$ cat config.mk
export PLATFORM = sky130hd
export DESIGN_NAME = sc5_cell
export DESIGN_NICKNAME = d
export VERILOG_FILES = /design/src/rtl/symmetric_5x5_convolution_top_assert.svh /design/src/rtl/sc5_pkg.sv /design/src/rtl/sc5_cell.sv
export SDC_FILE = /design/constraint.sdc
export NUM_CORES = 1
export LEC_CHECK = 0
export ABC_AREA = 1
export BUFFER_PORTS_ARGS = -buffer_cell sky130_fd_sc_hd__buf_2
export CAP_MARGIN = 20
export CORE_UTILIZATION = 30
export CTS_CLUSTER_SIZE = 40
export DETAILED_ROUTE_END_ITERATION = 6
export GPL_ROUTABILITY_DRIVEN = 0
export PLACE_DENSITY = 0.5
export RECOVER_POWER = 25
export SETUP_SLACK_MARGIN = 0.15
export SLEW_MARGIN = 15
export SYNTH_ARGS = -nofsm -noshare
export SYNTH_HDL_FRONTEND = slang
export SYNTH_SLANG_ARGS = --single-unit
$ cat constraint.sdc
create_clock -name i_clk -period 1.1 [get_ports i_clk]
set_input_delay 0.165 -clock i_clk [delete_from_list [all_inputs] [get_ports i_clk]]
set_output_delay 0.165 -clock i_clk [all_outputs]
set_load 0.01 [all_outputs]
$ cat src/rtl/symmetric_5x5_convolution_top_assert.svh
// ----------------------------------------------------------------------------
// Assertion macros for the symmetric 5x5 convolution block
// Clocked on i_clk and disabled while i_rst_n is low.
// ----------------------------------------------------------------------------
`ifndef SYMMETRIC_5X5_CONVOLUTION_TOP_ASSERT_SVH
`define SYMMETRIC_5X5_CONVOLUTION_TOP_ASSERT_SVH

// same-cycle implication
`define SC5_ASSERT_IMP(name, ante, cons, msg) \
    name: assert property (@(posedge i_clk) disable iff (!i_rst_n) (ante) |-> (cons)) \
        else $error(msg);

// next-cycle implication
`define SC5_ASSERT_NXT(name, ante, cons, msg) \
    name: assert property (@(posedge i_clk) disable iff (!i_rst_n) (ante) |=> (cons)) \
        else $error(msg);

`endif

$ cat src/rtl/sc5_pkg.sv
// ----------------------------------------------------------------------------
// sc5_pkg
// Shared types, register indexes and the border mirror tap map.
// ----------------------------------------------------------------------------
package sc5_pkg;

    localparam int TAPS         = 5;
    localparam int LINES        = 4;
    localparam int NCLS         = 6;
    localparam int ROW_BITS     = 16;
    localparam int COL_MAX_BITS = 13;
    localparam int FW_BITS      = 12;
    localparam int FH_BITS      = 16;

    // configuration register indexes
    localparam logic [2:0] REG_FRAME_WIDTH     = 3'd0;
    localparam logic [2:0] REG_FRAME_HEIGHT    = 3'd1;
    localparam logic [2:0] REG_WEIGHT_CENTER   = 3'd2;
    localparam logic [2:0] REG_WEIGHT_AXIS_ONE = 3'd3;
    localparam logic [2:0] REG_WEIGHT_AXIS_TWO = 3'd4;
    localparam logic [2:0] REG_WEIGHT_DIAG_ONE = 3'd5;
    localparam logic [2:0] REG_WEIGHT_KNIGHT   = 3'd6;
    localparam logic [2:0] REG_WEIGHT_DIAG_TWO = 3'd7;

    // kernel distance classes
    localparam int CLS_CENTER   = 0;
    localparam int CLS_AXIS_ONE = 1;
    localparam int CLS_AXIS_TWO = 2;
    localparam int CLS_DIAG_ONE = 3;
    localparam int CLS_KNIGHT   = 4;
    localparam int CLS_DIAG_TWO = 5;

    typedef logic [2:0]              t_tap;
    typedef logic [ROW_BITS-1:0]     t_row;
    typedef logic [COL_MAX_BITS-1:0] t_col;

    typedef struct packed {
        t_row row;
        t_col col;
        logic run_last;
        logic frame_done;
    } t_meta;

    // k is the unmirrored window index (0..6). Low border applies when the
    // window position is 2 or 3, high border only shows up as k >= 5.
    function automatic t_tap mirror_tap(input t_tap k, input logic at_two,
                                        input logic at_three);
        t_tap tap;
        case (k)
            3'd0:    tap = at_two ? 3'd3 : (at_three ? 3'd1 : 3'd0);
            3'd1:    tap = at_two ? 3'd2 : 3'd1;
            3'd2:    tap = 3'd2;
            3'd3:    tap = 3'd3;
            3'd5:    tap = 3'd4;
            3'd6:    tap = 3'd3;
            default: tap = 3'd4;
        endcase
        return tap;
    endfunction

endpackage

$ cat src/rtl/sc5_cell.sv
// ----------------------------------------------------------------------------
// sc5_cell
// One window column: shifts to its left neighbor and picks mirrored rows.
// ----------------------------------------------------------------------------
module sc5_cell #(
    parameter int SAMPLE_BITS = 16
) (
    input  logic                          i_clk,
    input  logic                          i_shift,
    input  logic signed [SAMPLE_BITS-1:0] i_col     [sc5_pkg::TAPS],
    output logic signed [SAMPLE_BITS-1:0] o_col     [sc5_pkg::TAPS],
    input  logic                          i_capture,
    input  sc5_pkg::t_tap                 i_row_tap [sc5_pkg::TAPS],
    output logic signed [SAMPLE_BITS-1:0] o_sel     [sc5_pkg::TAPS]
);

    logic signed [SAMPLE_BITS-1:0] r_col [sc5_pkg::TAPS];
    logic signed [SAMPLE_BITS-1:0] r_sel [sc5_pkg::TAPS];

    always_ff @(posedge i_clk) begin
        if (i_shift) begin
            r_col <= i_col;
        end
        if (i_capture) begin
            for (int d = 0; d < sc5_pkg::TAPS; d++) begin
                r_sel[d] <= r_col[i_row_tap[d]];
            end
        end
    end

    assign o_col = r_col;
    assign o_sel = r_sel;

endmodule

==> results list, run 1 <==
- Clock root buffer master: sky130_fd_sc_hd__clkbuf_16
* Site Rows: 60
* Synth Register Bits: 160
- Top layer reached by signal wires: met5
* Register cell area after layout: 4800 um2
- FF-to-FF path depth: 6
- After detailed placement, the design holds a cell count of 1625.
- Num ports: 258
* Measured slew at the worst slew-check pin: 824 ps
- Top cell type by total area after synthesis: sky130_fd_sc_hd__edfxtp_1
- Setup violations remaining at the end of the flow were counted as 209.
* Reg-to-Reg End: o_sel[22]
* Worst Hold Endpoint: o_col[61]
- After detailed routing, the number of vias per cell comes to 5.02.
- STA puts the critical path data required time at 940 ps.
- In this design, the stage delay of the slowest critical-path cell is 500 ps.
* Clk network pwr share: 33.1%
- Area fraction of the dominant cell type after synthesis: 57.7%
- Kind of path behind the tightest hold check: in2reg
* Power Internal: 13.0 mW
- After clock tree synthesis, the clock-pin slew on the worst setup and hold paths is 70 ps.
- Final hold vios: 0
* Largest clock skew in the final design: 18.3 ps
* Sw Share: 30.9%
- PD cells: 1260 nW/um2
- Relative slew margins: 45.0%
- FILL cells: 2369
* Worst Setup SP: o_col[54]
* Primary flip-flop cell chosen by synthesis mapping: sky130_fd_sc_hd__edfxtp_1
- The worst-case IR drop observed on VDD is 0.995 mV.
- First-pass GRT wire length: 52300 um
- The die covers 28400 um2.
* Number of instances in the synthesized netlist: 960
* Violated checks: setup timing
- In this run the worst path has a maximum fanout of 2.
* # clock sinks: 160
- After legalization and detailed placement, the total HPWL measured 23400 um.
- Yosys mapped a number of flops with a built-in enable equal to 160.
- The routed layout has 9164 vias.
- The signal on the critical path passes through buf_6 > buf_6.
- Of the cells placed in the final design, the portion with a size suffix greater than 1 is 57.0%.
- Overall power consumption: 18.8 mW
* Iteration-0 DRC Markers: 651
- Combined global-route utilization of all metal layers: 24.8%
- The startpoint identified for the worst hold timing path is i_shift.
- Initial antenna violation count: 1
- Pin count of the biggest net entering global routing: 43
- Most frequent cell after synthesis: sky130_fd_sc_hd__nand2_1
- Counting the buffers created by CTS gives 17.
- For this run, design rule violations remaining after detail routing come to 0.
- Total Nets Final: 1539
- Clock Path Buffers: 2
- Hold-critical path depth: 1
- Post-synth cell types: 10
* Number of nets with antenna violations after routing: 0
- Gr ovfl total: 0
- Classification of the worst setup path: reg2out
- For this block, the routed nets add up to 36100 um of wire.
* Fraction of the yosys area taken by sequential cells: 57.7%
* Static leakage: 6.80 nW
- The core region is 27100 um2.
* Vias in the first global route: 8635
- Nature of the critical path startpoint: flip-flop
* Worst-Skew Late Latency: 440 ps
* Setup repair after global routing missed its margin: yes
* Psw: 5.81 mW
- The number of max-slew violations in the final report is 0.
* Maximum frequency from static timing analysis: 726 MHz
- Wire length per cell: 19.8 um
- Synthesized cell area: 8320 um2
- Power share of the combinational group: 26.4%
* Final instance count without filler cells: 1826
* Count of yosys warnings during synthesis: 0
- After detailed routing, the met2 layer carries 15700 um of wire.
- The number of nets handed over by synthesis was 1058.
* DR WL met3: 3500 um
- The initial utilization of the core area, before any placement, comes to 30.7%.
- For the worst setup path, the data arrival time is 1210 ps.
- Most common cell on crit path: sky130_fd_sc_hd__buf_6
- Minimum setup slack among reg-to-reg paths: -210 ps
* Quantity of I/O buffers inserted on ports: 257
- The worst register-to-register path begins at o_col[54].
- Power share of the sequential group: 40.5%
- Yosys attributes the largest share of cell area to sky130_fd_sc_hd__edfxtp_1 (58%), sky130_fd_sc_hd__nand2_1 (22%), sky130_fd_sc_hd__nand3_1 (14%).
- Clock tree from TritonCTS: done
- Max Cap Violations: 0
- The worst path in the final design needs a cycle of 1380 ps, including I/O delays and setup.
- In the synthesized netlist, the cells that appear most often are sky130_fd_sc_hd__nand2_1 (480), sky130_fd_sc_hd__nand3_1 (240), sky130_fd_sc_hd__edfxtp_1 (160), sky130_fd_sc_hd__buf_2 (39), sky130_fd_sc_hd__buf_6 (11).
- For this block, wires on met1 add up to 16000 um.
* Clock H-tree levels: 4
- Crit end category: primary output
- Fin worst setup slack: -277 ps
- Measured along the y axis, the die boundary spans 169 um.
- CP max stage cell: sky130_fd_sc_hd__edfxtp_1
- The run finished, with violations left.
* Number of search-and-repair iterations in the first detailed-routing pass: 7
* Mean instance size in the synthesized netlist: 8.67 um2
- In this run the horizontal extent of the chip is 169 um.
- For this run, asynchronously set or reset flops after synthesis account for 0%.
- The multi-input combinational cells in the finished layout cover a total of 4630 um2.
* Area growth from synthesis to layout: 79.4%
- Fraction of the cycle the final worst path needs: 125%
logic make-up (layout without fill, tap and decap cells):
group / Yosys count / count (layout) / share of synthesized area, %
buffers and inverters: 75 / 568 / 5.19
and+or+nand+nor: 725 / 725 / 37.1
other: 0 / 1 / 0
DFF: 160 / 160 / 57.7
critical path, delay by kind of cell (launching register included):
family	cells	cell delay [ps]
flops	1	500
buf+inv	2	280
per-stage QoR:
step	worst slack, ps	TNS [ps]	util [%]	hold slack, ps	instance area (um2)
CTS	-293	-20600	51.3	19.5	13900
detailed placement	-153	-6010	39.3	343	10600
global route	-309	-28820	55.1	170	14900
finish	-277	-20910	55.1	156	14900
global placement	-126	-4800	39.3	341	10600
floorplan	111	0	-	264	8340
routing by layer:
layer | up-vias | track usage (%)
li1 | 4209 | -
met1 | 4365 | 36.7
met2 | 524 | 36.0
met3 | 64 | 5.40
met4 | 2 | 7.27
met5 | - | 0
power by group through the flow:
stage	sequential [mW]	combinational, mW	clock (mW)
after floorplan	8.02	1.14	0
after global placement	8.09	2.77	0
after detailed placement	8.09	2.80	0
after CTS	7.59	4.37	6.35
after global routing	7.66	5.28	6.56
final	7.61	4.96	6.23
registers in the layout, indices dropped and copies added (netlist names):
signal and cells:
o_col 80, o_sel 80
cells in the final DEF, fill, tap and decap left out, drive strengths merged:
cell         count
nor3             5
nand3          240
clkinvlp         3
bufinv           2
nand2          480
edfxtp         160
diode            1
clkinv           1
dlygate4sd3     80
clkbuf          24
buf            435
inv             23
final cells by class:
| cell class | instances | area share [%] |
|---|---|---|
| Antenna cell | 1 | 0.0168 |
| Clock buffer | 17 | 2.85 |
| Clock inverter | 14 | 1.14 |
| Inverter | 15 | 0.377 |
| Multi-Input combinational cell | 725 | 31.0 |
| Sequential cell | 160 | 32.2 |
| Tap cell | 372 | 3.12 |
| Timing Repair Buffer | 522 | 29.3 |
repair_timing:
item,CTS,global route
hold buffers,80,0
endpoints found under the hold margin,80,0
resized for setup,288,259
buffers inserted,86,3
pin swaps,106,133
endpoints found under the setup margin,240,240
worst max-delay path by stage:
stage           endpoint  slack (ps)  depth (start not counted)
4_1_cts        o_col[22]        -290                          2
2_1_floorplan  o_sel[10]         110                          4
5_1_grt        o_col[22]        -310                          2
3_3_place_gp   o_sel[45]        -130                          6
3_5_place_dp   o_sel[58]        -150                          6
6_report       o_col[54]        -280                          2
Power figures use the tool's default switching activity.
==> run 2: changes to the inputs <==
--- a/config.mk
+++ b/config.mk
@@ -13,7 +13,7 @@
 export DETAILED_ROUTE_END_ITERATION = 6
 export GPL_ROUTABILITY_DRIVEN = 0
 export PLACE_DENSITY = 0.5
-export RECOVER_POWER = 25
+export RECOVER_POWER = 50
 export SETUP_SLACK_MARGIN = 0.15
 export SLEW_MARGIN = 15
 export SYNTH_ARGS = -nofsm -noshare
==> results list, run 2 (same netlist as run 1, synthesis figures left out) <==
- Detailed-route wire length: 36100 um (about the same)
- The peak supply drop came to 0.986 mV (-0.92%).
- Clock root buffer master: sky130_fd_sc_hd__clkbuf_16
- Mean number of vias per cell: 5.01 (about the same)
* Minimum setup slack among reg-to-reg paths: -220 ps (about the same)
* Cell area reported after detailed placement: 10600 um2 (unchanged)
- Leaving out fill and tap cells, the most frequent cells in the layout are sky130_fd_sc_hd__nand2_1 (331), sky130_fd_sc_hd__buf_2 (201), sky130_fd_sc_hd__nand3_2 (184), sky130_fd_sc_hd__edfxtp_1 (160), sky130_fd_sc_hd__buf_6 (137).
* Launching point of the worst reg2reg path: o_col[54]
- The transition at the pin with the smallest max-transition slack is 830 ps (+5.78 ps).
- The worst hold path begins at i_shift.
* Count of endpoints failing setup in the final report: 202 (-3.3%)
- The final standard cell count with taps included and fillers excluded came to 1826 (unchanged).
- The post-layout instance area was 14900 um2 (-0.17%).
- Reg-to-Reg End: o_sel[22]
- The total count of hold-check failures in the final report is 0 (unchanged).
- The number of max-slew violations in the final report is 0 (unchanged).
- The final reports fail on setup timing.
- The most numerous cell type found on the critical path is sky130_fd_sc_hd__buf_6.
- The number of nets with antenna violations after detailed routing is 0 (unchanged).
- Kind of path behind the tightest hold check: in2reg
- The number of core rows came to 60 (unchanged).
- Total Nets Final: 1539 (unchanged)
* Wire length per cell: 19.8 um (about the same)
* Number of search-and-repair iterations in the first detailed-routing pass: 5 (-2)
- The global-route usage over all layers was 24.8% (unchanged).
* Maximum frequency from static timing analysis: 726 MHz (about the same)
- Worst-Skew Late Latency: 440 ps (about the same)
* PD cells: 1260 nW/um2 (+0.12%)
- The static leakage is 6.80 nW (-0.14%).
- The peak per-stage delay on the critical path came to 500 ps (about the same).
* Floorplan core area: 27100 um2 (unchanged)
- Fin worst setup slack: -278 ps (-0.808 ps)
- Worst setup slack after placement: -153 ps (unchanged)
- The largest net degree at the start of global routing came to 43 (unchanged).
- Critical Path, Cell by Cell: buf_6 > buf_6
- Worst Hold Endpoint: o_col[61]
* # clock sinks: 160 (unchanged)
* Clock tree from TritonCTS: done
* Share of cells above drive strength 1: 57.0% (unchanged)
- Minimum clock period: 1380 ps (+0.808 ps)
- Chip width: 169 um (unchanged)
- Commonest non-fill, non-tap cell in the layout: sky130_fd_sc_hd__nand2_1
* Crit end category: primary output
* Max Cap Violations: 0 (unchanged)
- The maximum fanout along the worst path is 2 (unchanged).
- Gr ovfl total: 0 (unchanged)
* Hold-critical path depth: 1 (unchanged)
- The number of remaining DRC errors is 0 (unchanged).
- CP max stage cell: sky130_fd_sc_hd__edfxtp_1
* Relative slew margins: 44.6% (-0.39 points)
* Quantity of I/O buffers inserted on ports: 257 (unchanged)
- The first-iteration detailed-routing DRC count came to 651 (unchanged).
- Data required time of the worst path: 940 ps (about the same)
- Overall power consumption: 18.8 mW (about the same)
* Num ports: 258 (unchanged)
- Setup repair after global routing could not meet its margin everywhere.
* FILL cells: 2371 (+0.084%)
- FF-to-FF path depth: 6 (unchanged)
- Vertical extent of the die: 169 um (unchanged)
- The number of clock buffers inserted by TritonCTS was 17 (unchanged).
- Arrival time worst endpoint: 1210 ps (about the same)
- The placed wire-length estimate was 23400 um (unchanged).
- The clock slew seen by the registers of the worst setup and hold paths was 70 ps (about the same).
* Classification of the worst setup path: reg2out
- The clock tree skew after final layout was 17.9 ps (-0.319 ps).
- The run finished, with violations left.
- The wire length of the first global-routing pass was 52300 um (unchanged).
- The buffer depth of the longest clock path came to 2 (unchanged).
- The number of H-tree branching levels is 4 (unchanged).
- Worst hold margin: 118 ps (-38.4 ps)
- Vias in the first global route: 8635 (unchanged)
- The starting density of the core is 30.7% (unchanged).
- Setup total negative slack: -20650 ps (+264 ps)
- The ratio of final minimum period to clock period was 125% (about the same).
- The area enclosed by the die boundary is 28400 um2 (unchanged).
- The worst setup path is launched from a flip-flop.
* Number of instances in the placed design: 1625 (unchanged)
- Core utilization of the finished layout: 55.0% (-0.092 points)
- Compared with the post-synthesis result, the final layout area differs by 79.1%.
* Initial antenna violation count: 1 (unchanged)
- The number of vias after detailed routing was 9156 (-0.087%).
run 2: worst max path at each step:
| stage | start | endpoint | slack, ps |
|---|---|---|---|
| 6_report | o_col[54] | o_col[54] | -280 |
| 5_1_grt | o_col[22] | o_col[22] | -310 |
| 4_1_cts | o_col[22] | o_col[22] | -290 |
| 3_5_place_dp | i_row_tap[9] | o_sel[58] | -150 |
| 3_3_place_gp | i_row_tap[6] | o_sel[45] | -130 |
| 2_1_floorplan | o_col[74] | o_sel[10] | 110 |
run 2: power breakdown:
group | leakage (nW) | internal (mW) | switching, mW
logic | 4.91 | 2.25 | 2.70
clock network | 0.286 | 3.43 | 2.80
registers | 1.60 | 7.30 | 0.315
run 2: layout make-up:
class / count / area [um2] / area share, %
well taps: 372 / 465 / 3.12
clock buffers: 17 / 425 / 2.85
inverters: 15 / 56.3 / 0.378
repair buffers: 522 / 4350 / 29.2
clock inverters: 14 / 170 / 1.14
flip-flops and latches: 160 / 4800 / 32.2
diodes: 1 / 2.50 / 0.0168
multi-input cells: 725 / 4630 / 31.1
run 2: metal layers:
| metal | share of wire (%) | track usage [%] |
|---|---|---|
| met3 | 9.4 | 5.40 |
| met2 | 44 | 36.0 |
| met1 | 45 | 36.7 |
| met4 | 2.3 | 7.27 |
| met5 | 0.036 | 0 |
run 2: what timing repair did:
action                     CTS  global route
resized for setup          288           259
hold endpoints to repair    80             0
buffers inserted            86             3
setup endpoints to repair  240           240
hold buffers                80             0
gates cloned                 0             0
pin swaps                  106           133
run 2: critical path: cells and delay by family (launching register included):
family / cells / cell delay [ps]
buffers and inverters: 2 / 280
flip-flops: 1 / 500
==> run 3: changes to the inputs <==
--- a/config.mk
+++ b/config.mk
@@ -5,14 +5,15 @@
 export SDC_FILE = /design/constraint.sdc
 export NUM_CORES = 1
 export LEC_CHECK = 0
-export ABC_AREA = 1
 export BUFFER_PORTS_ARGS = -buffer_cell sky130_fd_sc_hd__buf_2
 export CAP_MARGIN = 20
+export CORE_ASPECT_RATIO = 1.25
 export CORE_UTILIZATION = 30
 export CTS_CLUSTER_SIZE = 40
 export DETAILED_ROUTE_END_ITERATION = 6
 export GPL_ROUTABILITY_DRIVEN = 0
-export PLACE_DENSITY = 0.5
+export HOLD_SLACK_MARGIN = 0.15
+export PLACE_DENSITY = 0.51
 export RECOVER_POWER = 50
 export SETUP_SLACK_MARGIN = 0.15
 export SLEW_MARGIN = 15
==> results list, run 3 <==
* Status: finished with violations
* Violated checks: setup timing
- The y dimension of the die was 185 um (+9.9%).
* Synthesized cell area: 8050 um2 (-3.2%)
* Pin count of the biggest net entering global routing: 40 (-7.0%)
* Count of yosys warnings during synthesis: 0 (unchanged)
- Arrival time worst endpoint: 1220 ps (about the same)
- Top cell type by total area after synthesis: sky130_fd_sc_hd__edfxtp_1
- CTS placed an instance of sky130_fd_sc_hd__clkbuf_16 at the clock tree root.
- Combined global-route utilization of all metal layers: 21.3% (-3.4 points)
- Data required time of the worst path: 940 ps (about the same)
* Iteration-0 DRC Markers: 462 (-29%)
* Quantity of I/O buffers inserted on ports: 257 (unchanged)
- Total number of vias: 6901 (-25%)
- The I/O pin total was 258 (unchanged).
- Number of instances in the synthesized netlist: 545 (-43%)
* Number of flops mapped to enable cells by yosys: 160 (unchanged)
- The worst setup path is captured at a primary output.
- Max Cap Violations: 0 (unchanged)
* Measured slew at the worst slew-check pin: 1100 ps (+265 ps)
- The proportion of layout cells with a drive suffix above 1 was 48.7% (-8.2 points).
- The total wirelength of the detailed-routed design was 29000 um (-20%).
- The average detailed-routed wire length per instance is 20.5 um (+3.8%).
* Max-slew violations: 0 (unchanged)
* Total Nets Final: 1158 (-25%)
* Mean number of vias per cell: 4.88 (-2.7%)
- Synth Register Bits: 160 (unchanged)
- Commonest non-fill, non-tap cell in the layout: sky130_fd_sc_hd__buf_2
* DR WL met3: 1350 um (-60%)
- Most frequent cells in the layout: sky130_fd_sc_hd__buf_2 (210), sky130_fd_sc_hd__edfxtp_1 (160), sky130_fd_sc_hd__mux2i_1 (139), sky130_fd_sc_hd__buf_6 (119), sky130_fd_sc_hd__buf_4 (98)
- The total count of hold-check failures in the final report was 0 (unchanged).
- Classification of the worst setup path: reg2out
- Fraction of the cycle the final worst path needs: 126% (+0.78 points)
* Multi-input combinational cell area: 3040 um2 (-34%)
- Vias in the first global route: 7161 (-17%)
- Fraction of the yosys area taken by sequential cells: 59.7% (+1.9 points)
- Syn Nets: 643 (-39%)
* Static leakage: 6.20 nW (-8.7%)
* Number of nets with antenna violations after routing: 0 (unchanged)
* Critical Path, Cell by Cell: buf_4 > buf_6
* Total length of routed met2 wires: 15000 um (-4.7%)
* DRC violation count after routing: 0 (unchanged)
- The peak per-stage delay on the critical path came to 480 ps (-20 ps).
- Initial standard-cell utilization of the core: 30.8% (+0.055 points)
- PD cells: 1340 nW/um2 (+6.1%)
- Initial antenna violation count: 2 (+1)
- Most frequent cell after synthesis: sky130_fd_sc_hd__edfxtp_1
- The area occupied by registers is 4800 um2 (unchanged).
- Clock transition at the register clock pins on the worst setup and hold paths after CTS: 70 ps (about the same)
- Area fraction of the dominant cell type after synthesis: 59.7% (+1.9 points)
* Minimum clock period: 1390 ps (+8.60 ps)
* Die outline area: 27500 um2 (-3.2%)
* Relative slew margins: 26.9% (-18 points)
- FILL cells: 2268 (-4.3%)
- The die outline width is 149 um (-12%).
- Clock tree from TritonCTS: done
* Floorplan core area: 26200 um2 (-3.4%)
* Mean instance size in the synthesized netlist: 14.8 um2 (+70%)
- The peak clock frequency supported by timing is 721 MHz (-0.62%).
- Clock H-tree levels: 4 (unchanged)
* Critical path peak fanout: 5 (+3)
- Site Rows: 66 (+10%)
- After synthesis, the cell types taking the most area are sky130_fd_sc_hd__edfxtp_1 (60%), sky130_fd_sc_hd__mux2i_1 (18%), sky130_fd_sc_hd__a21o_1 (4.9%).
- The worst setup path is launched from a flip-flop.
* Post-route cell area: 13300 um2 (-11%)
- Setup repair after global routing could not meet its margin everywhere.
- CP max stage cell: sky130_fd_sc_hd__edfxtp_1
* First-pass GRT wire length: 42400 um (-19%)
* Maximum vdd drop: 0.952 mV (-3.4%)
- Gr ovfl total: 0 (unchanged)
- Final instance count without filler cells: 1415 (-23%)
- Number of instances in the placed design: 1230 (-24%)
- The unique cell type count in the Yosys netlist came to 24 (+14).
- Area growth from synthesis to layout: 64.8%
- The total cell area at the placement stage was 10800 um2 (+1.5%).
- Share of synthesized flip-flops with an asynchronous set or reset: 0% (unchanged)
- By count the netlist is led by sky130_fd_sc_hd__edfxtp_1 (160), sky130_fd_sc_hd__mux2i_1 (143), sky130_fd_sc_hd__o22ai_1 (56), sky130_fd_sc_hd__a21o_1 (53), sky130_fd_sc_hd__nor2_1 (16).
- # clock sinks: 160 (unchanged)
- The final-report setup violation count was 241 (+19%).
* Fin worst setup slack: -286 ps (-8.60 ps)
- Clock Path Buffers: 2 (unchanged)
- Worst-Skew Late Latency: 450 ps (about the same)
* Post-DP HPWL: 20100 um (-14%)
* Largest clock skew in the final design: 7.70 ps (-10.2 ps)
- The number of search-and-repair iterations in the first detailed-routing pass came to 5 (unchanged).
* Kind of path behind the tightest hold check: in2reg
- The number of clock buffers inserted by TritonCTS came to 17 (unchanged).
- Top layer reached by signal wires: met4
* Primary flip-flop cell chosen by synthesis mapping: sky130_fd_sc_hd__edfxtp_1
- Detailed-route wire length on metal 1: 12000 um (-26%)
-- run 3: changes by cell type after synthesis, sizes merged, moves of 7 or more --
cell / before / now
mux2: 0 / 15
clkbuf: 0 / 8
buf: 60 / 35
a221o: 0 / 15
nand3: 240 / 0
mux2i: 0 / 143
or2: 0 / 7
inv: 15 / 1
nand2: 480 / 9
nor2: 0 / 16
a21o: 0 / 53
o22ai: 0 / 56
-- run 3: critical path: cells and delay by family (launching register included) --
kind	cells	cell delay (ps)
buf+inv	2	290
flops	1	480
-- run 3: power breakdown --
group / switching [mW] / internal (mW) / leakage [nW]
combinational: 1.86 / 2.30 / 4.33
clock: 2.61 / 3.36 / 0.273
sequential: 0.307 / 7.32 / 1.60
total: 4.78 / 13.0 / 6.20
-- run 3: cell type report --
type                       instances  area share [%]
multi-input combinational        341            22.9
tap                              340            3.21
sequential                       160            36.2
inverter                           1          0.0283
antenna                            2          0.0377
clock buffer                      17            3.21
timing repair buffer             539            33.2
clock inverter                    15            1.21
-- run 3: cell families after synthesis --
group / after synthesis / share of synthesized area [%]
AOI/OAI and AO/OA: 137 / 12.4
DFF: 160 / 59.7
muxes: 159 / 20.9
buffers and inverters: 44 / 3.82
and+or+nand+nor: 45 / 3.25
-- run 3: path summary, 6_finish.rpt --
path            startpoint         to  slack, ps  depth (start not counted)
max              o_col[46]  o_col[46]       -290                          2
min          i_row_tap[10]  o_sel[63]        210                          3
max reg2reg      o_col[46]  o_sel[46]       -280                          4
min reg2reg       o_col[8]   o_sel[8]        620                          1
-- run 3: stage by stage --
step / setup slack (ps) / TNS [ps] / hold slack [ps] / total power, mW / utilization, %
4_1_cts: -285 / -28230 / 190 / 17.8 / 50.5
2_1_floorplan: -200 / -3260 / 264 / 9.35 / -
3_3_place_gp: -459 / -20800 / 342 / 11.0 / 41.3
3_5_place_dp: -460 / -20800 / 343 / 11.1 / 41.3
5_1_grt: -332 / -36750 / 221 / 18.4 / 50.7
6_report: -286 / -27070 / 211 / 17.8 / 50.7
-- run 3: repair_timing --
| item | 4_1_cts | 5_1_grt |
|---|---|---|
| hold buffers | 83 | 1 |
| setup buffers | 66 | 2 |
| setup endpoints to repair | 240 | 246 |
| hold endpoints to repair | 90 | 6 |
| gates resized for setup | 103 | 26 |
| pin swaps | 4 | 5 |
-- run 3: layer usage --
layer,track usage [%],vias to the layer above
met2,37.2,231
met4,8.74,0
met3,3.47,42
li1,-,3240
met5,0,-
met1,26.0,3388
